### config.mk
export PLATFORM = sky130hd
export DESIGN_NAME = annexb_nal_unit_splitter_flat
export DESIGN_NICKNAME = d
export VERILOG_FILES = /design/src/hw/rtl/nalsplit_pkg.sv /design/src/hw/rtl/nalsplit_in_if.sv /design/src/hw/rtl/nalsplit_out_if.sv /design/src/hw/rtl/annexb_nal_unit_splitter.sv /design/src/flat_wrapper.sv
export SDC_FILE = /design/constraint.sdc
export NUM_CORES = 1
export LEC_CHECK = 0
export ABC_AREA = 1
export BUFFER_PORTS_ARGS = -buffer_cell sky130_fd_sc_hd__buf_2
export CAP_MARGIN = 20
export CORE_MARGIN = 4
export CORE_UTILIZATION = 30
export CTS_CLUSTER_SIZE = 8
export DETAILED_ROUTE_END_ITERATION = 10
export PLACE_DENSITY = 0.47
export SETUP_SLACK_MARGIN = 0.4
export SYNTH_ARGS = -nofsm -noshare
export SYNTH_HDL_FRONTEND = slang
export SYNTH_SLANG_ARGS = --single-unit
### constraint.sdc
create_clock -name clk -period 2.97 [get_ports clk]
set_input_delay 0.4455 -clock clk [delete_from_list [all_inputs] [get_ports clk]]
set_output_delay 0.4455 -clock clk [all_outputs]
set_load 0.02 [all_outputs]
### src/hw/rtl/nalsplit_pkg.sv
// Shared types, widths and helpers for the Annex B NAL unit splitter.
// No dependencies; compiled before the interfaces and the top level.

package nalsplit_pkg;

	// Payload length counter width and its saturation value
	localparam int LENGTH_BITS = 20;
	localparam logic [LENGTH_BITS-1:0] LEN_MAX = {LENGTH_BITS{1'b1}};

	// Fixed field widths of the stream channels
	localparam int BYTE_W = 8;
	localparam int TYPE_W = 5;
	localparam int PLEN_W = 20;

	// Window and result queue sizing
	localparam int WIN_DEPTH  = 4;
	localparam int MAX_EMIT   = 5;
	localparam int QUEUE_DEPTH = 8;
	localparam int QPTR_W     = $clog2(QUEUE_DEPTH);
	localparam int QCNT_W     = $clog2(QUEUE_DEPTH + 1);

	// NAL header fields
	localparam logic [BYTE_W-1:0] NAL_TYPE_MASK = 8'h1f;
	localparam logic [TYPE_W-1:0] NAL_TYPE_IDR  = 5'd5;

	// Start code bytes
	localparam logic [BYTE_W-1:0] SC_ZERO = 8'h00;
	localparam logic [BYTE_W-1:0] SC_ONE  = 8'h01;

	typedef logic [BYTE_W-1:0] byte_t;

	// One output transaction
	typedef struct packed {
		byte_t               out_byte;
		logic                first_of_nal;
		logic                last_of_nal;
		logic [TYPE_W-1:0]   nal_type;
		logic                key_frame;
		logic [PLEN_W-1:0]   payload_length;
	} nal_res_t;

	// Saturating add of a small increment to the length counter
	function automatic logic [LENGTH_BITS-1:0] len_sat_add(
		input logic [LENGTH_BITS-1:0] base,
		input logic [2:0]             inc
	);
		logic [LENGTH_BITS:0] sum;
		sum = {1'b0, base} + (LENGTH_BITS+1)'(inc);
		if (sum > {1'b0, LEN_MAX}) begin
			return LEN_MAX;
		end
		return sum[LENGTH_BITS-1:0];
	endfunction

endpackage

### src/hw/rtl/nalsplit_in_if.sv
// Byte stream channel into the NAL splitter: valid/ready plus payload.
// Depends on nalsplit_pkg for field widths.

interface nalsplit_in_if;
	logic                          valid;
	logic                          ready;
	logic [nalsplit_pkg::BYTE_W-1:0] data_byte;
	logic                          buffer_end;

	modport source (output valid, output data_byte, output buffer_end, input ready);
	modport sink   (input valid, input data_byte, input buffer_end, output ready);
endinterface

### src/hw/rtl/nalsplit_out_if.sv
// NAL payload channel out of the NAL splitter: valid/ready plus payload.
// Depends on nalsplit_pkg for field widths.

interface nalsplit_out_if;
	logic                            valid;
	logic                            ready;
	logic [nalsplit_pkg::BYTE_W-1:0] out_byte;
	logic                            first_of_nal;
	logic                            last_of_nal;
	logic [nalsplit_pkg::TYPE_W-1:0] nal_type;
	logic                            key_frame;
	logic [nalsplit_pkg::PLEN_W-1:0] payload_length;

	modport source (
		output valid, output out_byte, output first_of_nal, output last_of_nal,
		output nal_type, output key_frame, output payload_length, input ready
	);
	modport sink (
		input valid, input out_byte, input first_of_nal, input last_of_nal,
		input nal_type, input key_frame, input payload_length, output ready
	);
endinterface

### src/hw/rtl/annexb_nal_unit_splitter.sv
// Top level of the Annex B NAL unit splitter.
// Depends on nalsplit_pkg, nalsplit_in_if and nalsplit_out_if.
//
// The splitter takes one stream byte per cycle while its result queue has room
// and hands out NAL payload bytes with the 00 00 00 01 start codes stripped. A
// byte is processed in the cycle it is accepted: a four-byte hold window and a
// single compare decide what leaves, and the results go into an 8-entry result
// queue that feeds the output port. In steady flow each byte yields at most one
// result, so one byte is taken every cycle while the output keeps draining. The
// final byte of a buffer flushes the window and yields up to five results at
// once; these drain one per cycle while the output is ready, and the input is
// held off while the queue holds more than three results.

module annexb_nal_unit_splitter (
	input  logic                   clk,
	input  logic                   arst_n,
	nalsplit_in_if.sink            byte_stream,
	nalsplit_out_if.source         nal_stream
);

	// Parser state
	nalsplit_pkg::byte_t                  win_q [nalsplit_pkg::WIN_DEPTH];
	logic [2:0]                           cnt_q;
	logic                                 inside_q;
	logic                                 first_q;
	logic [nalsplit_pkg::TYPE_W-1:0]      type_q;
	logic [nalsplit_pkg::LENGTH_BITS-1:0] bc_q;

	nalsplit_pkg::byte_t                  win_n [nalsplit_pkg::WIN_DEPTH];
	logic [2:0]                           cnt_n;
	logic                                 inside_n;
	logic                                 first_n;
	logic [nalsplit_pkg::TYPE_W-1:0]      type_n;
	logic [nalsplit_pkg::LENGTH_BITS-1:0] bc_n;

	// Step results
	nalsplit_pkg::byte_t                  q_byte [nalsplit_pkg::MAX_EMIT];
	nalsplit_pkg::nal_res_t               res [nalsplit_pkg::MAX_EMIT];
	logic [2:0]                           n_emit;
	logic                                 has_last;
	logic [2:0]                           last_idx;
	logic [nalsplit_pkg::LENGTH_BITS-1:0] last_len;
	logic [nalsplit_pkg::LENGTH_BITS-1:0] one_len;
	logic [nalsplit_pkg::LENGTH_BITS-1:0] end_len;
	logic [nalsplit_pkg::TYPE_W-1:0]      hdr_type;
	logic                                 sc_inside;
	logic                                 sc_search;
	nalsplit_pkg::byte_t                  b;
	logic                                 b_end;

	// Result queue
	nalsplit_pkg::nal_res_t               queue_q [nalsplit_pkg::QUEUE_DEPTH];
	logic [nalsplit_pkg::QPTR_W-1:0]      wr_ptr_q;
	logic [nalsplit_pkg::QPTR_W-1:0]      rd_ptr_q;
	logic [nalsplit_pkg::QCNT_W-1:0]      qcnt_q;
	logic                                 push;
	logic                                 pop;
	logic [nalsplit_pkg::QCNT_W-1:0]      push_cnt;

	assign b     = byte_stream.data_byte;
	assign b_end = byte_stream.buffer_end;

	// Handshakes: room for a full flush before taking a byte
	assign byte_stream.ready = qcnt_q <= nalsplit_pkg::QCNT_W'(nalsplit_pkg::QUEUE_DEPTH
		- nalsplit_pkg::MAX_EMIT);
	assign push     = byte_stream.valid && byte_stream.ready;
	assign nal_stream.valid = qcnt_q != '0;
	assign pop      = nal_stream.valid && nal_stream.ready;
	assign push_cnt = push ? nalsplit_pkg::QCNT_W'(n_emit) : '0;

	// Held bytes followed by the incoming one
	always_comb begin
		for (int k = 0; k < nalsplit_pkg::MAX_EMIT; k++) begin
			q_byte[k] = (3'(k) < cnt_q) ? win_q[k[1:0]] : b;
		end
	end

	// Start code detection, lengths and header type
	assign sc_inside = (cnt_q == 3'd4)
		? (win_q[1] == nalsplit_pkg::SC_ZERO && win_q[2] == nalsplit_pkg::SC_ZERO &&
		   win_q[3] == nalsplit_pkg::SC_ZERO && b == nalsplit_pkg::SC_ONE)
		: (cnt_q == 3'd3 && win_q[0] == nalsplit_pkg::SC_ZERO &&
		   win_q[1] == nalsplit_pkg::SC_ZERO && win_q[2] == nalsplit_pkg::SC_ZERO &&
		   b == nalsplit_pkg::SC_ONE);
	assign sc_search = (cnt_q >= 3'd3) && win_q[1] == nalsplit_pkg::SC_ZERO &&
		win_q[2] == nalsplit_pkg::SC_ZERO && win_q[3] == nalsplit_pkg::SC_ZERO &&
		b == nalsplit_pkg::SC_ONE;
	assign one_len  = nalsplit_pkg::len_sat_add(bc_q, 3'd1);
	assign end_len  = nalsplit_pkg::len_sat_add(bc_q, cnt_q + 3'd1);
	assign hdr_type = first_q ? 5'(q_byte[0] & nalsplit_pkg::NAL_TYPE_MASK) : type_q;

	// Next state and emission count
	always_comb begin
		win_n    = win_q;
		cnt_n    = cnt_q;
		inside_n = inside_q;
		first_n  = first_q;
		bc_n     = bc_q;
		n_emit   = 3'd0;
		has_last = 1'b0;
		last_idx = 3'd0;
		last_len = '0;
		if (!inside_q) begin
			// searching: slide the window
			win_n[0] = win_q[1];
			win_n[1] = win_q[2];
			win_n[2] = win_q[3];
			win_n[3] = b;
			cnt_n    = (cnt_q == 3'd4) ? 3'd4 : cnt_q + 3'd1;
			if (b_end) begin
				cnt_n   = 3'd0;
				first_n = 1'b0;
				bc_n    = '0;
			end else if (sc_search) begin
				cnt_n    = 3'd0;
				inside_n = 1'b1;
				first_n  = 1'b1;
				bc_n     = '0;
			end
		end else if (b_end) begin
			// flush all held bytes plus this one
			n_emit   = cnt_q + 3'd1;
			has_last = 1'b1;
			last_idx = cnt_q;
			last_len = end_len;
			cnt_n    = 3'd0;
			inside_n = 1'b0;
			first_n  = 1'b0;
			bc_n     = '0;
		end else if (sc_inside) begin
			// next start code: close the unit, empty units vanish
			if (cnt_q == 3'd4) begin
				n_emit   = 3'd1;
				has_last = 1'b1;
				last_len = one_len;
			end
			cnt_n   = 3'd0;
			first_n = 1'b1;
			bc_n    = '0;
		end else if (cnt_q == 3'd4) begin
			// window full: oldest byte leaves
			n_emit   = 3'd1;
			win_n[0] = win_q[1];
			win_n[1] = win_q[2];
			win_n[2] = win_q[3];
			win_n[3] = b;
			first_n  = 1'b0;
			bc_n     = one_len;
		end else begin
			win_n[cnt_q[1:0]] = b;
			cnt_n = cnt_q + 3'd1;
		end
	end

	assign type_n = (n_emit != 3'd0) ? hdr_type : type_q;

	// Result fields for each emitted byte
	always_comb begin
		for (int k = 0; k < nalsplit_pkg::MAX_EMIT; k++) begin
			res[k].out_byte       = q_byte[k];
			res[k].first_of_nal   = first_q && (k == 0);
			res[k].last_of_nal    = has_last && (3'(k) == last_idx);
			res[k].nal_type       = hdr_type;
			res[k].key_frame      = hdr_type == nalsplit_pkg::NAL_TYPE_IDR;
			res[k].payload_length = (has_last && (3'(k) == last_idx))
				? nalsplit_pkg::PLEN_W'(last_len) : '0;
		end
	end

	// Parser state registers
	always_ff @(posedge clk or negedge arst_n) begin
		if (!arst_n) begin
			for (int k = 0; k < nalsplit_pkg::WIN_DEPTH; k++) begin
				win_q[k] <= '0;
			end
			cnt_q    <= 3'd0;
			inside_q <= 1'b0;
			first_q  <= 1'b0;
			type_q   <= '0;
			bc_q     <= '0;
		end else if (push) begin
			win_q    <= win_n;
			cnt_q    <= cnt_n;
			inside_q <= inside_n;
			first_q  <= first_n;
			type_q   <= type_n;
			bc_q     <= bc_n;
		end
	end

	// Result queue storage
	always_ff @(posedge clk) begin
		for (int k = 0; k < nalsplit_pkg::MAX_EMIT; k++) begin
			if (push && 3'(k) < n_emit) begin
				queue_q[wr_ptr_q + nalsplit_pkg::QPTR_W'(k)] <= res[k];
			end
		end
	end

	// Result queue pointers
	always_ff @(posedge clk or negedge arst_n) begin
		if (!arst_n) begin
			wr_ptr_q <= '0;
			rd_ptr_q <= '0;
			qcnt_q   <= '0;
		end else begin
			wr_ptr_q <= wr_ptr_q + nalsplit_pkg::QPTR_W'(push_cnt);
			if (pop) begin
				rd_ptr_q <= rd_ptr_q + 1'b1;
			end
			qcnt_q <= qcnt_q + push_cnt - nalsplit_pkg::QCNT_W'(pop);
		end
	end

	// Output transaction payload
	assign nal_stream.out_byte       = queue_q[rd_ptr_q].out_byte;
	assign nal_stream.first_of_nal   = queue_q[rd_ptr_q].first_of_nal;
	assign nal_stream.last_of_nal    = queue_q[rd_ptr_q].last_of_nal;
	assign nal_stream.nal_type       = queue_q[rd_ptr_q].nal_type;
	assign nal_stream.key_frame      = queue_q[rd_ptr_q].key_frame;
	assign nal_stream.payload_length = queue_q[rd_ptr_q].payload_length;

endmodule

### src/flat_wrapper.sv
// flat-port wrapper written by rule: the top's interface ports become plain ports
module annexb_nal_unit_splitter_flat 
  (clk, arst_n, byte_stream_valid, byte_stream_data_byte, byte_stream_buffer_end, byte_stream_ready, nal_stream_valid, nal_stream_out_byte, nal_stream_first_of_nal, nal_stream_last_of_nal, nal_stream_nal_type, nal_stream_key_frame, nal_stream_payload_length, nal_stream_ready);
  nalsplit_in_if byte_stream_i ();
  nalsplit_out_if nal_stream_i ();
  input  logic clk;
  input  logic arst_n;
  input wire logic [$bits(byte_stream_i.valid)-1:0] byte_stream_valid;
  input wire logic [$bits(byte_stream_i.data_byte)-1:0] byte_stream_data_byte;
  input wire logic [$bits(byte_stream_i.buffer_end)-1:0] byte_stream_buffer_end;
  output wire logic [$bits(byte_stream_i.ready)-1:0] byte_stream_ready;
  output wire logic [$bits(nal_stream_i.valid)-1:0] nal_stream_valid;
  output wire logic [$bits(nal_stream_i.out_byte)-1:0] nal_stream_out_byte;
  output wire logic [$bits(nal_stream_i.first_of_nal)-1:0] nal_stream_first_of_nal;
  output wire logic [$bits(nal_stream_i.last_of_nal)-1:0] nal_stream_last_of_nal;
  output wire logic [$bits(nal_stream_i.nal_type)-1:0] nal_stream_nal_type;
  output wire logic [$bits(nal_stream_i.key_frame)-1:0] nal_stream_key_frame;
  output wire logic [$bits(nal_stream_i.payload_length)-1:0] nal_stream_payload_length;
  input wire logic [$bits(nal_stream_i.ready)-1:0] nal_stream_ready;
  assign byte_stream_i.valid = byte_stream_valid;
  assign byte_stream_i.data_byte = byte_stream_data_byte;
  assign byte_stream_i.buffer_end = byte_stream_buffer_end;
  assign byte_stream_ready = byte_stream_i.ready;
  assign nal_stream_valid = nal_stream_i.valid;
  assign nal_stream_out_byte = nal_stream_i.out_byte;
  assign nal_stream_first_of_nal = nal_stream_i.first_of_nal;
  assign nal_stream_last_of_nal = nal_stream_i.last_of_nal;
  assign nal_stream_nal_type = nal_stream_i.nal_type;
  assign nal_stream_key_frame = nal_stream_i.key_frame;
  assign nal_stream_payload_length = nal_stream_i.payload_length;
  assign nal_stream_i.ready = nal_stream_ready;
  annexb_nal_unit_splitter u_core (.clk(clk), .arst_n(arst_n), .byte_stream(byte_stream_i), .nal_stream(nal_stream_i));
endmodule
==> results of run 1 <==
-- per-layer routing --
| metal | vias up | track usage (%) | wire [um] |
|---|---|---|---|
| li1 | 9442 | - | - |
| met1 | 10059 | 32.4 | 38800 |
| met2 | 890 | 37.6 | 41000 |
| met3 | 176 | 3.70 | 6650 |
| met4 | 0 | 5.06 | 2700 |
| met5 | - | 0 | 0 |
-- final timing paths --
kind	cells past startpoint	slack (ns)	from	endpoint
min	2	0.11	byte_stream_buffer_end	u_core.inside_q
min reg2reg	2	0.46	u_core.queue_q[7][27]	u_core.queue_q[7][27]
min in group asynchronous	2	0.51	arst_n	u_core.bc_q[5]
max in group asynchronous	3	1.66	arst_n	u_core.win_q[21]
max reg2reg	17	0.16	u_core.cnt_q[1]	u_core.queue_q[5][12]
max	9	0.10	u_core.rd_ptr_q[0]	nal_stream_payload_length[11]
-- sequential cells by signal (all words and copies together) (netlist names) --
signal           count
u_core.bc_q         20
u_core.cnt_q         3
u_core.first_q       1
u_core.inside_q      1
u_core.qcnt_q        4
u_core.queue_q     288
u_core.rd_ptr_q      3
u_core.type_q        5
u_core.win_q        32
u_core.wr_ptr_q      3
-- critical path: cells and delay by family, from the launching register on --
family | cells | cell delay (ns)
AND/OR/NAND/NOR | 2 | 0.11
flip-flops | 1 | 0.58
buffers and inverters | 5 | 0.68
AO/OA/AOI/OAI | 2 | 0.43
-- kinds of logic after synthesis --
family | count (synthesis) | share of synthesized area (%)
AOI/OAI and AO/OA | 737 | 20.3
xor gates and xnor gates | 20 | 0.887
adders and majority gates | 23 | 1.51
buffers and inverters | 356 | 6.80
DFF | 360 | 50.3
muxes | 1 | 0.0546
and+or+nand+nor | 949 | 20.2
-- stage by stage --
step | hold slack [ns] | util [%]
6_report | 0.106 | 45.4
5_1_grt | 0.0955 | 45.4
3_5_place_dp | 0.456 | 34.8
3_3_place_gp | 0.446 | 34.8
2_1_floorplan | 0.150 | -
4_1_cts | 0.0756 | 42.5
-- cell type report --
class / count / area, sq um
well taps: 873 / 1090
clock buffers: 76 / 1370
fillers: 6360 / 36900
repair inverters: 1 / 6.26
clock inverters: 4 / 81.3
repair buffers: 458 / 5630
flip-flops and latches: 360 / 10400
inverters: 240 / 1020
multi-input cells: 1731 / 11100
-- cells in the mapped netlist, types with 2 or more instances --
cell / count
o31ai_1: 2
nor4_1: 2
ha_1: 20
a21boi_1: 2
dfxtp_1: 8
buf_2: 24
dfrtp_1: 72
a22oi_1: 2
nor3_1: 28
o211ai_1: 6
xnor2_1: 5
nor3_2: 2
o21ai_0: 259
nand3b_1: 2
nand2_1: 322
nand2_2: 16
nor2_2: 18
o22ai_1: 105
o2111ai_1: 2
clkinv_1: 7
o221ai_1: 55
a21oi_1: 224
nor2_1: 423
buf_1: 10
o21a_1: 4
inv_1: 205
buf_4: 6
xor2_1: 14
nand4_1: 12
o21ai_2: 2
nand3_2: 3
inv_2: 28
nand3_4: 11
o21ai_1: 26
fa_1: 3
nand3_1: 92
nor2_4: 4
nand2_4: 12
clkbuf_1: 75
a211oi_1: 4
a31oi_1: 36
a21boi_0: 2
edfxtp_1: 280
-- what timing repair did --
action	in CTS	in global routing
pin swaps	120	133
setup buffers	100	44
gates cloned	41	16
gates resized for setup	434	346
hold endpoints to repair	13	0
hold buffers	1	0
endpoints found under the setup margin	570	571
-- placed cells by master, fill, tap and decap left out, types with 71 or more instances in the layout --
master,netlist,layout
nor2_1,423,353
edfxtp_1,280,280
buf_4,6,256
nand2_1,322,254
o21ai_0,259,186
inv_1,205,166
a21oi_1,224,123
a21oi_2,0,87
o22ai_1,105,81
nand3_1,92,71
-- power by group --
part	internal, mW	switching, mW
Sequential	5.77	0.394
Combinational	4.87	7.44
Clock	3.16	2.30
==> results.py, run 1 <==
metrics = {
    "critical_path": {
        "critPathArrivalTime_ns": 2.42,
        "cp_cell_sequence": "inv_8, buf_12, buf_12, buf_16, nor2_4, o22ai_2, nor2_1, a31oi_2, buf_4",
        "critical-path-slowest-cell": "dfrtp_4",
        "worstPathMaxFanout": 5,
        "cp_common_cell": "buf_12",
        "crit_path_end_kind": "output port",
        "worstSetupPathType": "flop to output port",
        "start_kind": "flop",
        "slowest_delay_ns": 0.58,
        "critPathRequiredTime_ns": 2.52,
    },
    "detailed_routing": {
        "drtIter0Drc": 2171,
        "drtPass1Iterations": 5,
        "finalWirelength_mm": 89.2,
        "num_vias": 20567,
        "wl_per_cell_um": 23.8,
        "vias_per_cell": 5.49,
        "postRouteAntennaNets": 0,
        "drc_errors": 0,
    },
    "pwr": {
        "power_density_nw_per_um2": 780,
        "finalPower_mw": 23.9,
        "irDropWorstVdd_mv": 0.558,
        "power.leakage_nw": 12.0,
    },
    "floorplanning": {
        "die_h_um": 270,
        "fp.dieArea_sq_um": 72900,
        "start_util_pct": 30.5,
        "io_pins": 51,
        "core-area_sq_um": 67600,
        "num_rows": 95,
        "die_w_um": 270,
    },
    "timing": {
        "finClkSkew_ns": 0.0321,
        "worst_pin_slew_ns": 0.975,
        "period_share_pct": 96.5,
        "period_minus_slack_ns": 2.87,
        "setup_ws_ns": 0.104,
        "relSlewSlack_pct": 35.0,
        "final_max_slew_viol_count": 0,
        "fin_setup_tns_ns": 0,
        "finalHoldViolCount": 0,
        "rsz0062_at_grt": "true",
        "max_clock_freq_ghz": 0.349,
        "setup_viol": 0,
    },
    "global_routing": {
        "grtUsageTotal_pct": 23.1,
        "grt_max_degree": 59,
        "antenna_found_initial": 0,
        "grt_pass1_vias": 19834,
        "grt_overflow": 0,
        "grt_pass1_wl_mm": 129,
    },
    "logic_synthesis": {
        "ys_warn_count": 0,
        "synth_top_cell_area_share_pct": 40.8,
        "synth-edff-count": 280,
        "ys_dominant_reg_cell": "edfxtp_1",
        "synth_area_leaders": "edfxtp_1 41%, dfrtp_1 8.7%, nor2_1 7.7%",
        "ys_seq_elements": 360,
        "syn-mean-instance-area_sq_um": 8.42,
        "yosysSeqAreaShare_pct": 50.3,
        "async_reset_ff_share_pct": 20.0,
        "ys_types": 54,
        "syn_inst": 2446,
        "syn_area_sq_um": 20600,
        "synth_fp_nets": 2482,
        "synth_top_cell_by_area": "edfxtp_1",
    },
    "cells_and_area": {
        "final_cells": 3743,
        "syn_to_final_growth_pct": 49.0,
        "final_cell_area_sq_um": 30700,
        "drive_above_1_share_pct": 35.8,
        "antenna_cells": 0,
        "fin_nets": 2879,
    },
    "job": {
        "cap_violations": 0,
    },
    "run_status": {
        "outcome": "completed",
    },
    "cts": {
        "cts_tree": "done",
        "clkSinkCount": 360,
        "cts_buffers": 51,
        "cts_max_path_buffers": 3,
        "clock_latency_ns": 0.62,
        "clkTransAtPathRegs_ns": 0.05,
        "clockRootBuffer": "clkbuf_16",
        "cts_max_level": 2,
    },
    "placed_design": {
        "io_buffers": 50,
        "dpl_worst_slack_ns": -0.184,
        "hpwl_mm": 54.8,
        "post-place-cells": 3461,
        "placed_area_sq_um": 23600,
        "place_congestion": 0.992,
    },
    "worst_hold_path": {
        "holdCritPathClass": "input port to flop",
    },
}
(Power assumes the default switching activity.)
==> inputs of run 2 (changes only) <==
--- a/config.mk
+++ b/config.mk
@@ -12,7 +12,7 @@
 export CORE_UTILIZATION = 30
 export CTS_CLUSTER_SIZE = 8
 export DETAILED_ROUTE_END_ITERATION = 10
-export PLACE_DENSITY = 0.47
+export PLACE_DENSITY = 0.52
 export SETUP_SLACK_MARGIN = 0.4
 export SYNTH_ARGS = -nofsm -noshare
 export SYNTH_HDL_FRONTEND = slang
==> constraint.sdc (replaced) <==
create_clock -name clk -period 3.4 [get_ports clk]
set_input_delay 0.51 -clock clk [delete_from_list [all_inputs] [get_ports clk]]
set_output_delay 0.51 -clock clk [all_outputs]
set_load 0.02 [all_outputs]
==> run 2 against run 1 <==
- flip-flop and latch count stayed put
- core utilization fell by 8.1 points
- count of clock-buffer cells in the layout grew 13
- register-to-register slack improved by 0.37 ns
- critical endpoint is now nal_stream_payload_length[0]
- largest power group unchanged
==> results.py, run 2 (synthesis results as in run 1) <==
metrics = {
    "detailed_routing": {
        "drtPass1Iterations": 6,
        "drtIter0Drc": 1962,
        "wl_per_cell_um": 22.8,
        "drc_errors": 0,
        "vias_per_cell": 5.42,
        "num_vias": 19077,
        "finalWirelength_mm": 80.3,
        "postRouteAntennaNets": 0,
    },
    "timing": {
        "final_max_slew_viol_count": 0,
        "relSlewSlack_pct": 45.1,
        "setup_viol": 0,
        "period_minus_slack_ns": 2.97,
        "period_share_pct": 87.4,
        "max_clock_freq_ghz": 0.337,
        "rsz0062_at_grt": "true",
        "fin_setup_tns_ns": 0,
        "finalHoldViolCount": 0,
        "finClkSkew_ns": 0.0496,
        "worst_pin_slew_ns": 0.824,
    },
    "critical_path": {
        "critPathArrivalTime_ns": 2.46,
        "path_delay_family": "buffers and inverters",
        "crit_path_end_kind": "output port",
        "worstSetupPathType": "flop to output port",
        "slowest_delay_ns": 0.56,
        "crit_cells": 8,
        "crit_buf_inv": 4,
        "cp_cell_sequence": "buf_4, buf_4, inv_6, nor2_1, o22ai_1, nor2_1, a31oi_1, buf_2",
        "reg2reg_depth": 13,
        "critPathRequiredTime_ns": 2.89,
        "critical-path-slowest-cell": "dfrtp_4",
        "worstPathMaxFanout": 13,
        "start_kind": "flop",
    },
    "global_routing": {
        "grt_pass1_wl_mm": 119,
        "grtUsageTotal_pct": 21.1,
        "grt_max_degree": 51,
        "antenna_found_initial": 0,
        "grt_pass1_vias": 18371,
        "grt_overflow": 0,
    },
    "cells_and_area": {
        "antenna_cells": 0,
        "final_common_cell": "nor2_1",
        "final_cells": 3518,
        "final_cell_mix": "413 x nor2_1, 313 x nand2_1, 280 x edfxtp_1",
        "top_register": "u_core.queue_q",
        "final_cell_area_sq_um": 25200,
        "largest_register_ffs": 288,
        "fin_util_pct": 37.3,
        "drive_above_1_share_pct": 17.0,
        "syn_to_final_growth_pct": 22.5,
        "fin_nets": 2641,
        "top_regs": "u_core.queue_q x288, u_core.win_q x32, u_core.bc_q x20",
    },
    "placed_design": {
        "hpwl_mm": 54.4,
        "place_congestion": 1.00,
        "io_buffers": 50,
        "post-place-cells": 3387,
        "placed_area_sq_um": 22800,
    },
    "cts": {
        "cts_buffers": 51,
        "cts_tree": "done",
        "clkSinkCount": 360,
        "clock_latency_ns": 0.62,
        "cts_max_level": 2,
        "cts_max_path_buffers": 3,
        "clkTransAtPathRegs_ns": 0.05,
        "clockRootBuffer": "clkbuf_16",
    },
    "pwr": {
        "irDropWorstVdd_mv": 0.388,
        "power_density_nw_per_um2": 724,
        "power.leakage_nw": 9.69,
    },
    "floorplanning": {
        "die_w_um": 270,
        "io_pins": 51,
        "fp.dieArea_sq_um": 72900,
        "core-area_sq_um": 67600,
        "num_rows": 95,
        "start_util_pct": 30.5,
        "die_h_um": 270,
    },
    "run_status": {
        "outcome": "completed",
    },
    "worst_hold_path": {
        "hold_depth": 2,
        "holdCritPathClass": "input port to flop",
    },
    "job": {
        "cap_violations": 0,
    },
}
[run 2: changes by cell type in the layout (fill, tap and decap cells not counted), sizes merged]
cell	change
bufbuf	+2
nand3	-1
clkinv	-2
inv	+2
clkbuf	+3
buf	-229
[run 2: where the power goes]
| group | internal, mW | total [mW] | switching (mW) |
|---|---|---|---|
| clock network | 2.84 | 4.83 | 1.98 |
| registers | 5.05 | 5.38 | 0.339 |
| logic | 2.60 | 8.06 | 5.46 |
[run 2: worst paths after layout]
| kind | endpoint | start | slack (ns) |
|---|---|---|---|
| max in group asynchronous | u_core.bc_q[1] | arst_n | 2.14 |
| min in group asynchronous | u_core.rd_ptr_q[0] | arst_n | 0.55 |
| min reg2reg | u_core.queue_q[2][27] | u_core.queue_q[2][27] | 0.47 |
| max | nal_stream_payload_length[0] | u_core.rd_ptr_q[0] | 0.43 |
| max reg2reg | u_core.queue_q[5][5] | u_core.cnt_q[0] | 0.53 |
| min | u_core.inside_q | byte_stream_buffer_end | 0.20 |
[run 2: layout make-up]
| cell class | count | area, sq um |
|---|---|---|
| flip-flops and latches | 360 | 10400 |
| clock buffers | 89 | 1430 |
| inverters | 240 | 940 |
| clock inverters | 4 | 95.1 |
| repair inverters | 1 | 8.76 |
| fillers | 6843 | 42400 |
| well taps | 873 | 1090 |
| multi-input cells | 1730 | 9190 |
| repair buffers | 221 | 2110 |
[run 2: routing by layer]
layer | global-route usage [%] | wire length [um]
met5 | 0 | 0
met4 | 5.14 | 1920
met1 | 30.0 | 35900
met3 | 2.76 | 5340
met2 | 34.1 | 37100
[run 2: worst reg2reg max path: cells and delay by family (launching register included)]
family / cells / cell delay (ns)
buffers and inverters: 4 / 0.66
and+or+nand+nor: 5 / 0.84
DFF: 1 / 0.41
AOI/OAI and AO/OA: 3 / 0.37
adders and majority gates: 1 / 0.32
[run 2: what timing repair did]
item | in CTS | in global routing
gates cloned | 5 | 3
pin swaps | 8 | 7
setup endpoints to repair | 443 | 477
gates resized for setup | 47 | 42
hold endpoints to repair | 4 | 0
setup buffers | 20 | 9
hold buffers | 1 | 0
[run 2: through the flow]
stage                     setup slack [ns]  hold slack (ns)  total power, mW
after floorplan                      0.448            0.214             9.68
after global placement               0.215            0.450             12.6
after detailed placement             0.133            0.462             12.6
after CTS                            0.322            0.159             18.0
after global routing                 0.359            0.187             19.2
final                                0.428            0.197             18.3
